### src/base32_stream_encoder_assert.svh
// assertion macros for the base32 stream encoder
// used by the top level; expects i_clk and i_rst_n in scope
`ifndef BASE32_STREAM_ENCODER_ASSERT_SVH
`define BASE32_STREAM_ENCODER_ASSERT_SVH

// condition holds at every edge out of reset
`define B32E_ALWAYS(lbl, cond) \
    lbl: assert property (@(posedge i_clk) disable iff (!i_rst_n) (cond)) \
        else $error("base32 encoder check failed");

// antecedent implies consequent in the same cycle
`define B32E_IMPLIES(lbl, ante, cons) \
    lbl: assert property (@(posedge i_clk) disable iff (!i_rst_n) (ante) |-> (cons)) \
        else $error("base32 encoder check failed");

// antecedent implies consequent in the next cycle
`define B32E_IMPLIES_NEXT(lbl, ante, cons) \
    lbl: assert property (@(posedge i_clk) disable iff (!i_rst_n) (ante) |=> (cons)) \
        else $error("base32 encoder check failed");

`endif

### src/b32e_pkg.sv
// shared types, constants and the symbol alphabet of the base32 encoder
// no dependencies
package b32e_pkg;

    localparam int unsigned SYM_BITS  = 5;
    localparam int unsigned POOL_BITS = 4;
    localparam int unsigned MAX_SYMS  = 3;

    localparam logic [0:31][7:0] ALPHABET = "ABCDEFGHIJKLMNOPQRSTUVWXYZ234567";

    typedef logic [SYM_BITS-1:0] t_sym;

    // symbols made by one input beat, first one in slot 0
    typedef struct packed {
        t_sym [MAX_SYMS-1:0] sym;
        logic [1:0]          cnt;
        logic                last;
    } t_burst;

    // serializer status seen by the top level
    typedef struct packed {
        logic [1:0] left;
        logic       load;
    } t_status;

    function automatic logic [7:0] sym_to_char(input t_sym s);
        return ALPHABET[s];
    endfunction

endpackage

### src/base32_stream_encoder.sv
// base32 stream encoder top level: one byte in, one to three characters out
// path: a taken byte's symbols go to the symbol hold, then each character is loaded into the output register
// throughput: one character per cycle while i_stall is low, set by the single output register;
// a byte makes one to three characters (1.6 on average), and the next byte is taken as its last one loads
// reset: synchronous active low, empties the bit pool, symbol hold and output register
// depends on b32e_pkg, b32e_split, b32e_serial and base32_stream_encoder_assert.svh
`include "base32_stream_encoder_assert.svh"

module base32_stream_encoder (
    input  logic       i_clk,
    input  logic       i_rst_n,
    input  logic       i_valid,
    output logic       o_stall,
    input  logic [7:0] i_in_byte,
    input  logic       i_in_last,
    output logic       o_valid,
    input  logic       i_stall,
    output logic [7:0] o_out_char,
    output logic       o_out_last
);
    import b32e_pkg::*;

    t_burst  burst;
    t_status status;
    logic    ready;
    logic    take;

    assign take    = i_valid && ready;
    assign o_stall = !ready;

    b32e_split u_split (
        .i_clk     (i_clk),
        .i_rst_n   (i_rst_n),
        .i_take    (take),
        .i_in_byte (i_in_byte),
        .i_in_last (i_in_last),
        .o_burst   (burst)
    );

    b32e_serial u_serial (
        .i_clk      (i_clk),
        .i_rst_n    (i_rst_n),
        .i_valid    (i_valid),
        .i_burst    (burst),
        .o_ready    (ready),
        .o_valid    (o_valid),
        .i_stall    (i_stall),
        .o_out_char (o_out_char),
        .o_out_last (o_out_last),
        .o_status   (status)
    );

    // every beat yields at least one character
    `B32E_IMPLIES_NEXT(a_beat_has_char, take, status.left != 2'd0)
    // empty hold never blocks the input
    `B32E_IMPLIES(a_empty_ready, status.left == 2'd0, !o_stall)
    // only alphabet characters leave the block
    `B32E_IMPLIES(a_char_legal, o_valid,
        (o_out_char >= 8'h41 && o_out_char <= 8'h5A) ||
        (o_out_char >= 8'h32 && o_out_char <= 8'h37))
    // a loaded character shows up as valid next cycle
    `B32E_IMPLIES_NEXT(a_load_shows, status.load, o_valid)

endmodule

### src/b32e_split.sv
// bit pool and symbol slicing for one input beat
// depends on b32e_pkg
module b32e_split (
    input  logic            i_clk,
    input  logic            i_rst_n,
    input  logic            i_take,
    input  logic [7:0]      i_in_byte,
    input  logic            i_in_last,
    output b32e_pkg::t_burst o_burst
);
    import b32e_pkg::*;

    logic [POOL_BITS-1:0] r_bits;
    logic [2:0]           r_cnt;
    logic [POOL_BITS-1:0] n_bits;
    logic [2:0]           n_cnt;

    logic [11:0] pool;
    logic [3:0]  c;
    logic        two;
    logic [2:0]  sh0;
    logic [2:0]  sh1;
    logic [2:0]  rem;
    logic        flush;
    t_sym        sym0;
    t_sym        sym1;
    t_sym        sym2;
    logic [POOL_BITS-1:0] mask;

    always_comb begin
        pool  = {r_bits, i_in_byte};
        c     = {1'b0, r_cnt} + 4'd8;
        two   = (c >= 4'd10);
        sh0   = 3'(c - 4'd5);
        sh1   = 3'(c - 4'd10);
        rem   = two ? sh1 : sh0;
        flush = i_in_last && (rem != 3'd0);
        sym0  = t_sym'(pool >> sh0);
        sym1  = t_sym'(pool >> sh1);
        sym2  = t_sym'({pool, 5'b0} >> rem);
        mask  = POOL_BITS'((5'd1 << rem) - 5'd1);

        o_burst.sym[0] = sym0;
        o_burst.sym[1] = two ? sym1 : sym2;
        o_burst.sym[2] = sym2;
        o_burst.cnt    = 2'd1 + {1'b0, two} + {1'b0, flush};
        o_burst.last   = i_in_last;

        n_bits = i_in_last ? '0 : (pool[POOL_BITS-1:0] & mask);
        n_cnt  = i_in_last ? 3'd0 : rem;
    end

    always_ff @(posedge i_clk) begin
        if (!i_rst_n) begin
            r_bits <= '0;
            r_cnt  <= 3'd0;
        end else if (i_take) begin
            r_bits <= n_bits;
            r_cnt  <= n_cnt;
        end
    end

endmodule

### src/b32e_serial.sv
// holds one beat's symbols and sends them one per cycle, unless stalled, through the output register
// depends on b32e_pkg
module b32e_serial (
    input  logic             i_clk,
    input  logic             i_rst_n,
    input  logic             i_valid,
    input  b32e_pkg::t_burst i_burst,
    output logic             o_ready,
    output logic             o_valid,
    input  logic             i_stall,
    output logic [7:0]       o_out_char,
    output logic             o_out_last,
    output b32e_pkg::t_status o_status
);
    import b32e_pkg::*;

    t_sym [MAX_SYMS-1:0] r_sym;
    logic [1:0]          r_left;
    logic [1:0]          r_pos;
    logic                r_last;
    logic                r_out_valid;
    logic [7:0]          r_out_char;
    logic                r_out_last;

    logic load;
    logic take;
    t_sym cur;

    always_comb begin
        load    = (r_left != 2'd0) && (!r_out_valid || !i_stall);
        o_ready = (r_left == 2'd0) || ((r_left == 2'd1) && load);
        take    = i_valid && o_ready;
        case (r_pos)
            2'd0:    cur = r_sym[0];
            2'd1:    cur = r_sym[1];
            2'd2:    cur = r_sym[2];
            default: cur = r_sym[0];
        endcase
    end

    always_ff @(posedge i_clk) begin
        if (!i_rst_n) begin
            r_left      <= 2'd0;
            r_pos       <= 2'd0;
            r_out_valid <= 1'b0;
        end else begin
            if (take) begin
                r_left <= i_burst.cnt;
                r_pos  <= 2'd0;
            end else if (load) begin
                r_left <= r_left - 2'd1;
                r_pos  <= r_pos + 2'd1;
            end
            if (load) begin
                r_out_valid <= 1'b1;
            end else if (!i_stall) begin
                r_out_valid <= 1'b0;
            end
        end
    end

    always_ff @(posedge i_clk) begin
        if (take) begin
            r_sym  <= i_burst.sym;
            r_last <= i_burst.last;
        end
        if (load) begin
            r_out_char <= sym_to_char(cur);
            r_out_last <= r_last && (r_left == 2'd1);
        end
    end

    assign o_valid         = r_out_valid;
    assign o_out_char      = r_out_char;
    assign o_out_last      = r_out_last;
    assign o_status.left   = r_left;
    assign o_status.load   = load;

endmodule
### config.mk
export PLATFORM = sky130hd
export DESIGN_NAME = base32_stream_encoder
export DESIGN_NICKNAME = d
export VERILOG_FILES = /design/src/b32e_pkg.sv /design/src/base32_stream_encoder.sv /design/src/b32e_split.sv /design/src/b32e_serial.sv
export VERILOG_INCLUDE_DIRS = /design/src /design/src/src
export SDC_FILE = /design/constraint.sdc
export NUM_CORES = 1
export LEC_CHECK = 0
export BUFFER_PORTS_ARGS = -buffer_cell sky130_fd_sc_hd__buf_2
export CORE_UTILIZATION = 61
export CTS_BUF_LIST = sky130_fd_sc_hd__clkbuf_4 sky130_fd_sc_hd__clkbuf_8 sky130_fd_sc_hd__clkbuf_16
export CTS_CLUSTER_DIAMETER = 80
export DETAILED_ROUTE_END_ITERATION = 10
export PLACE_DENSITY = 0.81
export SETUP_SLACK_MARGIN = 0.05
export SYNTH_ARGS = -nofsm -noshare
export SYNTH_HDL_FRONTEND = slang
export SYNTH_HIERARCHICAL = 1
export SYNTH_SLANG_ARGS = --single-unit
### constraint.sdc
create_clock -name i_clk -period 3.6 [get_ports i_clk]
set_input_delay 0.72 -clock i_clk [delete_from_list [all_inputs] [get_ports i_clk]]
set_output_delay 0.72 -clock i_clk [all_outputs]
set_load 0.005 [all_outputs]
Yosys cells after proc, flatten, opt, wreduce, memory -nomap -nowiden:

Memories as Yosys holds them, arrays and structs flattened. A register that Yosys moved wholly into a read port is not among the register bits.
Cells that the tools add are included.
Widths: inputs -> output; s select.

* logic and storage cells: 55
* latch bits: 0
* memories kept: 1
* RAM bits: 0
* output and inout bits: 11
* memory bits (read-only): 256
* bits in registers: 29
* bits of input ports: 13

* shift operators: 4
* multiply operators: 0
* magnitude comparators: 1
* add/subtract/negate cells: 8
* bitwise operators: 3
* multiplexer cells: 9
* reductions and logical operators: 15
* equality and inequality tests: 4
* div/mod/pow operators: 0

Memories
* (no name shown): words 32, width 8, read ports 1, clocked after memory_dff 1, write ports 0, line b32e_pkg.sv:27 `return ALPHABET[s];`

Operators with widths (number)
* $shr 12x3->5: 2
* $shr 17x3->5: 1
* $pmux 5 s2: 1
* $mux 3: 2
* $not 5->6: 1
* $logic_and 1x1->1: 5
* $mux 5: 1
* $add 3x4->4 const B: 1
* $and 4x4->4: 1
* $eq 2x1->1 const B: 2
* $ge 4x4->1 const B: 1
* $mux 2: 2
* $mux 4: 1
* $reduce_bool 2->1: 2
* $shl 1x3->4 const A: 1
* $sub 4x1->4 const B: 1
* $logic_not 1->1: 3
* $reduce_bool 3->1: 1
* $sub 3x2->3 const B: 1
* $sub 3x3->3 const B: 1
* $add 1x1->2 const A: 1
* $add 2x1->2: 1
* $add 2x1->2 const B: 1
* $eq 2x2->1 const B: 1
* 7 further kinds: 9

Longest topological paths before layout:

* word-level depth: 7
* gate-level depth with buffers: 13

Hierarchy:

Netlist, hierarchy kept.

Modules (own cells, without submodules)
* b32e_split: area an instance 1577.8 um^2, cells each 193, instances 1
* b32e_serial: area an instance 1343.8 um^2, cells each 99, instances 1
* base32_stream_encoder: area an instance 10.0 um^2, cells each 2, instances 1

Worst setup path before layout:

OpenSTA, ideal clock, no wires.

* path type: register -> register
* from: reg u_split.r_cnt[0]
* to: reg u_split.r_bits[2]
* stages on the path, launching flop included: 14
* buffers on the path: 3
* setup slack: 0.871 ns
* required time: 3.473 ns
* arrival time: 2.602 ns
* path through: dfxtp_1 > buf_2 > inv_2 > ha_1 > clkbuf_1 > nand2_1 > nor2_4 > or2_1 > buf_2 > nand3_1 > ha_1 > nand4_1 > a31oi_1 > or3_1

* word-level cells in the longest chain between the ends: 7
* elaborated cells between the ends (all ways): 9

Ends and longest elaborated chain
* start: declaration: line b32e_split.sv:14 `logic [2:0] r_cnt;`
* start signal: assignment: line b32e_split.sv:59 `r_cnt <= n_cnt;`
* $add 3x4->4 (*): line b32e_split.sv:32 `c = {1'b0, r_cnt} + 4'd8;`
* $ge 4x4->1, or another cell as far along: line b32e_split.sv:33 `two = (c >= 4'd10);`
* $mux 3 (*): line b32e_split.sv:36 `rem = two ? sh1 : sh0;`
* $shl 1x3->4 (*): line b32e_split.sv:41 `mask = POOL_BITS'((5'd1 << rem) - 5'd1);`
* $sub 4x1->4 (*): line b32e_split.sv:41
* $and 4x4->4 (*): line b32e_split.sv:49 `n_bits = i_in_last ? '0 : (pool[POOL_BITS-1:0] & mask);`
* $mux 4 (*): line b32e_split.sv:49
* end signal: assignment: line b32e_split.sv:58 `r_bits <= n_bits;`
* end: declaration: line b32e_split.sv:13 `logic [POOL_BITS-1:0] r_bits;`

Mark *: on every way between the ends. The rest lies on a longest branch, timed or not.
A chain may end at the register's enable or synchronous reset.

Final worst setup path:

* from: reg u_split.r_cnt[1]
* to: reg u_split.r_bits[2]

The elaborated chain is that of the path after synthesis.

==> tab_implementation.tex <==
\begin{tabular}{lr}
\hline
Metric & Value \\
\hline
\multicolumn{2}{l}{\textbf{Worst setup path}} \\
\quad Worst Setup End Kind & flip-flop \\
\quad Total stage count of the critical path & 11 \\
\quad Crit path max-delay family & simple AND/OR/NAND/NOR gates \\
\quad Startpoint type of the worst setup path & flip-flop \\
\quad R2R Setup Slk & 0.67 ns \\
\quad Worst-path cell with the longest stage delay & ha\_1 \\
\quad Worst-path fanout max & 16 \\
\quad Number of cells traversed by the worst register-to-register path & 11 \\
\quad Count of buffering cells on the critical path with inverters included & 2 \\
\quad Reg2Reg Capture Point & u\_split/r\_bits[2] \\
\quad Arrival time of data at the critical path endpoint & 3.09 ns \\
\quad Critical path class & reg -> reg \\
\quad Worst setup path end & u\_split/r\_bits[2] \\
\quad Peak per-stage delay on the critical path & 0.53 ns \\
\quad Cells traversed along the worst timing path & buf\_4, inv\_1, ha\_1, nor4bb\_1, a31oi\_1, nand2\_1, nand3\_1, ha\_1, nand4\_1, a31oi\_1, or3\_1 \\
\quad Worst path required time & 3.77 ns \\
\quad R2R Path Start & u\_split/r\_cnt[1] \\
\quad Timing startpoint of the critical path & u\_split/r\_cnt[1] \\
\multicolumn{2}{l}{\textbf{Pwr}} \\
\quad Power per cell area & 957 mW/mm\^{}2 \\
\quad Leakage power figure & 1.19 nW \\
\quad Final Total Pwr & 2.98 mW \\
\quad Worst supply voltage drop on vdd & 0.000366 V \\
\multicolumn{2}{l}{\textbf{Timing}} \\
\quad Period utilisation layout & 0.813 \\
\quad Final critical-path setup slack & 0.674 ns \\
\quad Fin Setup TNS & 0 ns \\
\quad Tightest hold margin & 0.498 ns \\
\quad RSZ-0062 raised after global routing & false \\
\quad Count of endpoints failing setup in the final report & 0 \\
\quad Worst clock skew & 0.00706 ns \\
\quad Headroom to the max-slew limit & 0.518 \\
\quad Final period demand of the worst path & 2.93 ns \\
\quad Hold violation count in the final report & 0 \\
\quad Highest clock rate & 0.342 GHz \\
\quad Least-Margin Pin Slew & 0.723 ns \\
\quad Max-slew violation count & 0 \\
\multicolumn{2}{l}{\textbf{Floorplanning}} \\
\quad Area inside the core boundary & 0.00447 sq mm \\
\quad Row cnt & 24 \\
\quad Total I/O pin count & 24 \\
\quad Height of the chip & 71.2 um \\
\quad Die outline area & 0.00507 sq mm \\
\quad Effective utilization at floorplan & 0.654 \\
\quad Horiz. Die Dim & 71.2 um \\
\multicolumn{2}{l}{\textbf{Clocking}} \\
\quad Number of H-tree levels & 2 \\
\quad Number of sinks driven by the clock tree & 36 \\
\quad Number of gates given a new drive strength after cts & 0 \\
\quad Postcts setup bufs & 0 \\
\quad Clock buffer count from CTS & 5 \\
\quad Number of buffers on the longest clock path & 2 \\
\quad Clock transition at the registers of the reported paths & 0.07 ns \\
\quad CTS Root Cell & clkbuf\_8 \\
\quad Hold-fix buffers at CTS & 0 \\
\quad Clock latency on the worst-skew pair & 0.28 ns \\
\quad CTS tree & built \\
\multicolumn{2}{l}{\textbf{Routing}} \\
\quad Aggregate routed wire length & 6.41 mm \\
\quad DRC violation total after the first TritonRoute iteration & 134 \\
\quad WL/cell & 17.9 um \\
\quad Number of routed nets with antenna violations & 0 \\
\quad Count of vias placed by the detailed router & 2385 \\
\quad Via/cell ratio & 6.64 \\
\quad Number of optimization iterations in the first detailed-route pass & 7 \\
\quad Remaining design rule violation count & 2 \\
\multicolumn{2}{l}{\textbf{Placement}} \\
\quad Total cell area at the placement stage & 0.00303 sq mm \\
\quad Worst setup timing slack at the placement stage & 0.754 ns \\
\quad Weighted congestion reported at the end of routability-driven placement & 0.984 \\
\quad Port-buffer cells & 22 \\
\quad HPWL Detailed & 4.69 mm \\
\quad Total instance count after detailed placement & 351 \\
\multicolumn{2}{l}{\textbf{Finish}} \\
\quad Fraction of final layout cells sized beyond drive strength 1 & 0.228 \\
\quad Final net count & 331 \\
\quad Synth-to-Final Area Change & 6.50\% \\
\quad Total of fill cells in the finished design & 334 \\
\quad Final standard cell utilization of the core & 0.696 \\
\quad Non-filler cells, final & 359 \\
\quad Number of antenna repair diodes & 0 \\
\quad Total non-filler cell area in the finished layout & 0.00311 sq mm \\
\multicolumn{2}{l}{\textbf{Run status}} \\
\quad Violated checks & DRC \\
\quad Run status & finished, violations left \\
\multicolumn{2}{l}{\textbf{Global route}} \\
\quad Wire length of the first global-routing pass & 10.7 mm \\
\quad Via count of the first global-routing pass & 2213 \\
\quad Number of antenna violations at the first check in global routing & 0 \\
\quad Total grt overflow & 0 \\
\quad Pin count of the biggest net entering global routing & 39 \\
\quad Overall routing resource usage & 0.277 \\
\multicolumn{2}{l}{\textbf{Flow run}} \\
\quad Max Cap Violations & 0 \\
\multicolumn{2}{l}{\textbf{Yosys}} \\
\quad Syn. warnings & 6 \\
\quad Summed instance area of the synthesized netlist & 0.00292 sq mm \\
\quad Number of nets produced by synthesis & 318 \\
\quad Gate Count Post-Synth & 293 \\
\quad Post-synthesis average cell area & 9.98 sq um \\
\multicolumn{2}{l}{\textbf{Hold path}} \\
\quad Path type of the worst min-delay path & reg -> reg \\
\quad Hold path startpoint & u\_serial/o\_valid \\
\hline
\end{tabular}
-- per-layer routing --
metal	track usage	vias up	share of wire
li1	-	1127	-
met1	0.374	1116	0.42
met2	0.449	126	0.49
met3	0.0408	16	0.068
met4	0.118	0	0.022
met5	0	-	0
-- worst min-delay path, stage by stage, from the launching register on --
cell and delay [ns]:
dfxtp_1 0.33, nand2_1 0.06, a21oi_1 0.06
-- final cells by class --
class	instances	area [sq um]	area share
clock buffer	6	76.3	0.0245
clock inverter	2	11.3	0.00362
inverter	19	71.3	0.0229
multi-input combinational	218	1790	0.575
sequential	36	961	0.309
tap	52	65.1	0.0209
timing repair buffer	26	140	0.0450
-- placed cells by master (no fill, tap or decap), types with 3 or more instances in the layout --
| cell | count |
|---|---|
| o22ai_1 | 8 |
| mux4_2 | 13 |
| mux2_2 | 3 |
| xnor2_1 | 5 |
| edfxtp_1 | 24 |
| nand3_1 | 6 |
| ha_1 | 12 |
| buf_2 | 22 |
| nor2b_1 | 17 |
| nand2_1 | 21 |
| clkbuf_8 | 5 |
| nor3_1 | 6 |
| a311oi_1 | 3 |
| nand2b_1 | 3 |
| o211ai_1 | 13 |
| mux2i_1 | 10 |
| o21ai_0 | 10 |
| and2_1 | 10 |
| a21oi_2 | 3 |
| a31oi_1 | 8 |
| buf_4 | 4 |
| inv_2 | 3 |
| dfxtp_1 | 12 |
| nand4_1 | 3 |
| a211oi_1 | 6 |
| inv_1 | 16 |
| a21oi_1 | 7 |
| nor2_1 | 12 |
-- registers in the layout (all words and copies together) (netlist names) --
register,count
u_serial/r_last,1
u_serial/r_sym,15
u_serial/o_out_char,7
u_split/r_cnt,3
u_split/r_bits,4
u_serial/r_left,2
u_serial/o_out_last,1
u_serial/r_pos,2
u_serial/o_valid,1
-- power breakdown --
group	switching (mW)	internal [mW]	total, mW
Sequential	0.0755	0.735	0.810
Combinational	1.10	0.786	1.89
Clock	0.139	0.142	0.280
-- worst min path at each step --
stage / endpoint / depth (start not counted)
floorplan: u_split/r_bits[3] / 2
global placement: u_serial/o_valid / 2
detailed placement: u_serial/o_valid / 2
CTS: u_serial/o_valid / 2
global route: u_serial/o_valid / 2
finish: u_serial/o_valid / 2
(Power assumes the default switching activity.)
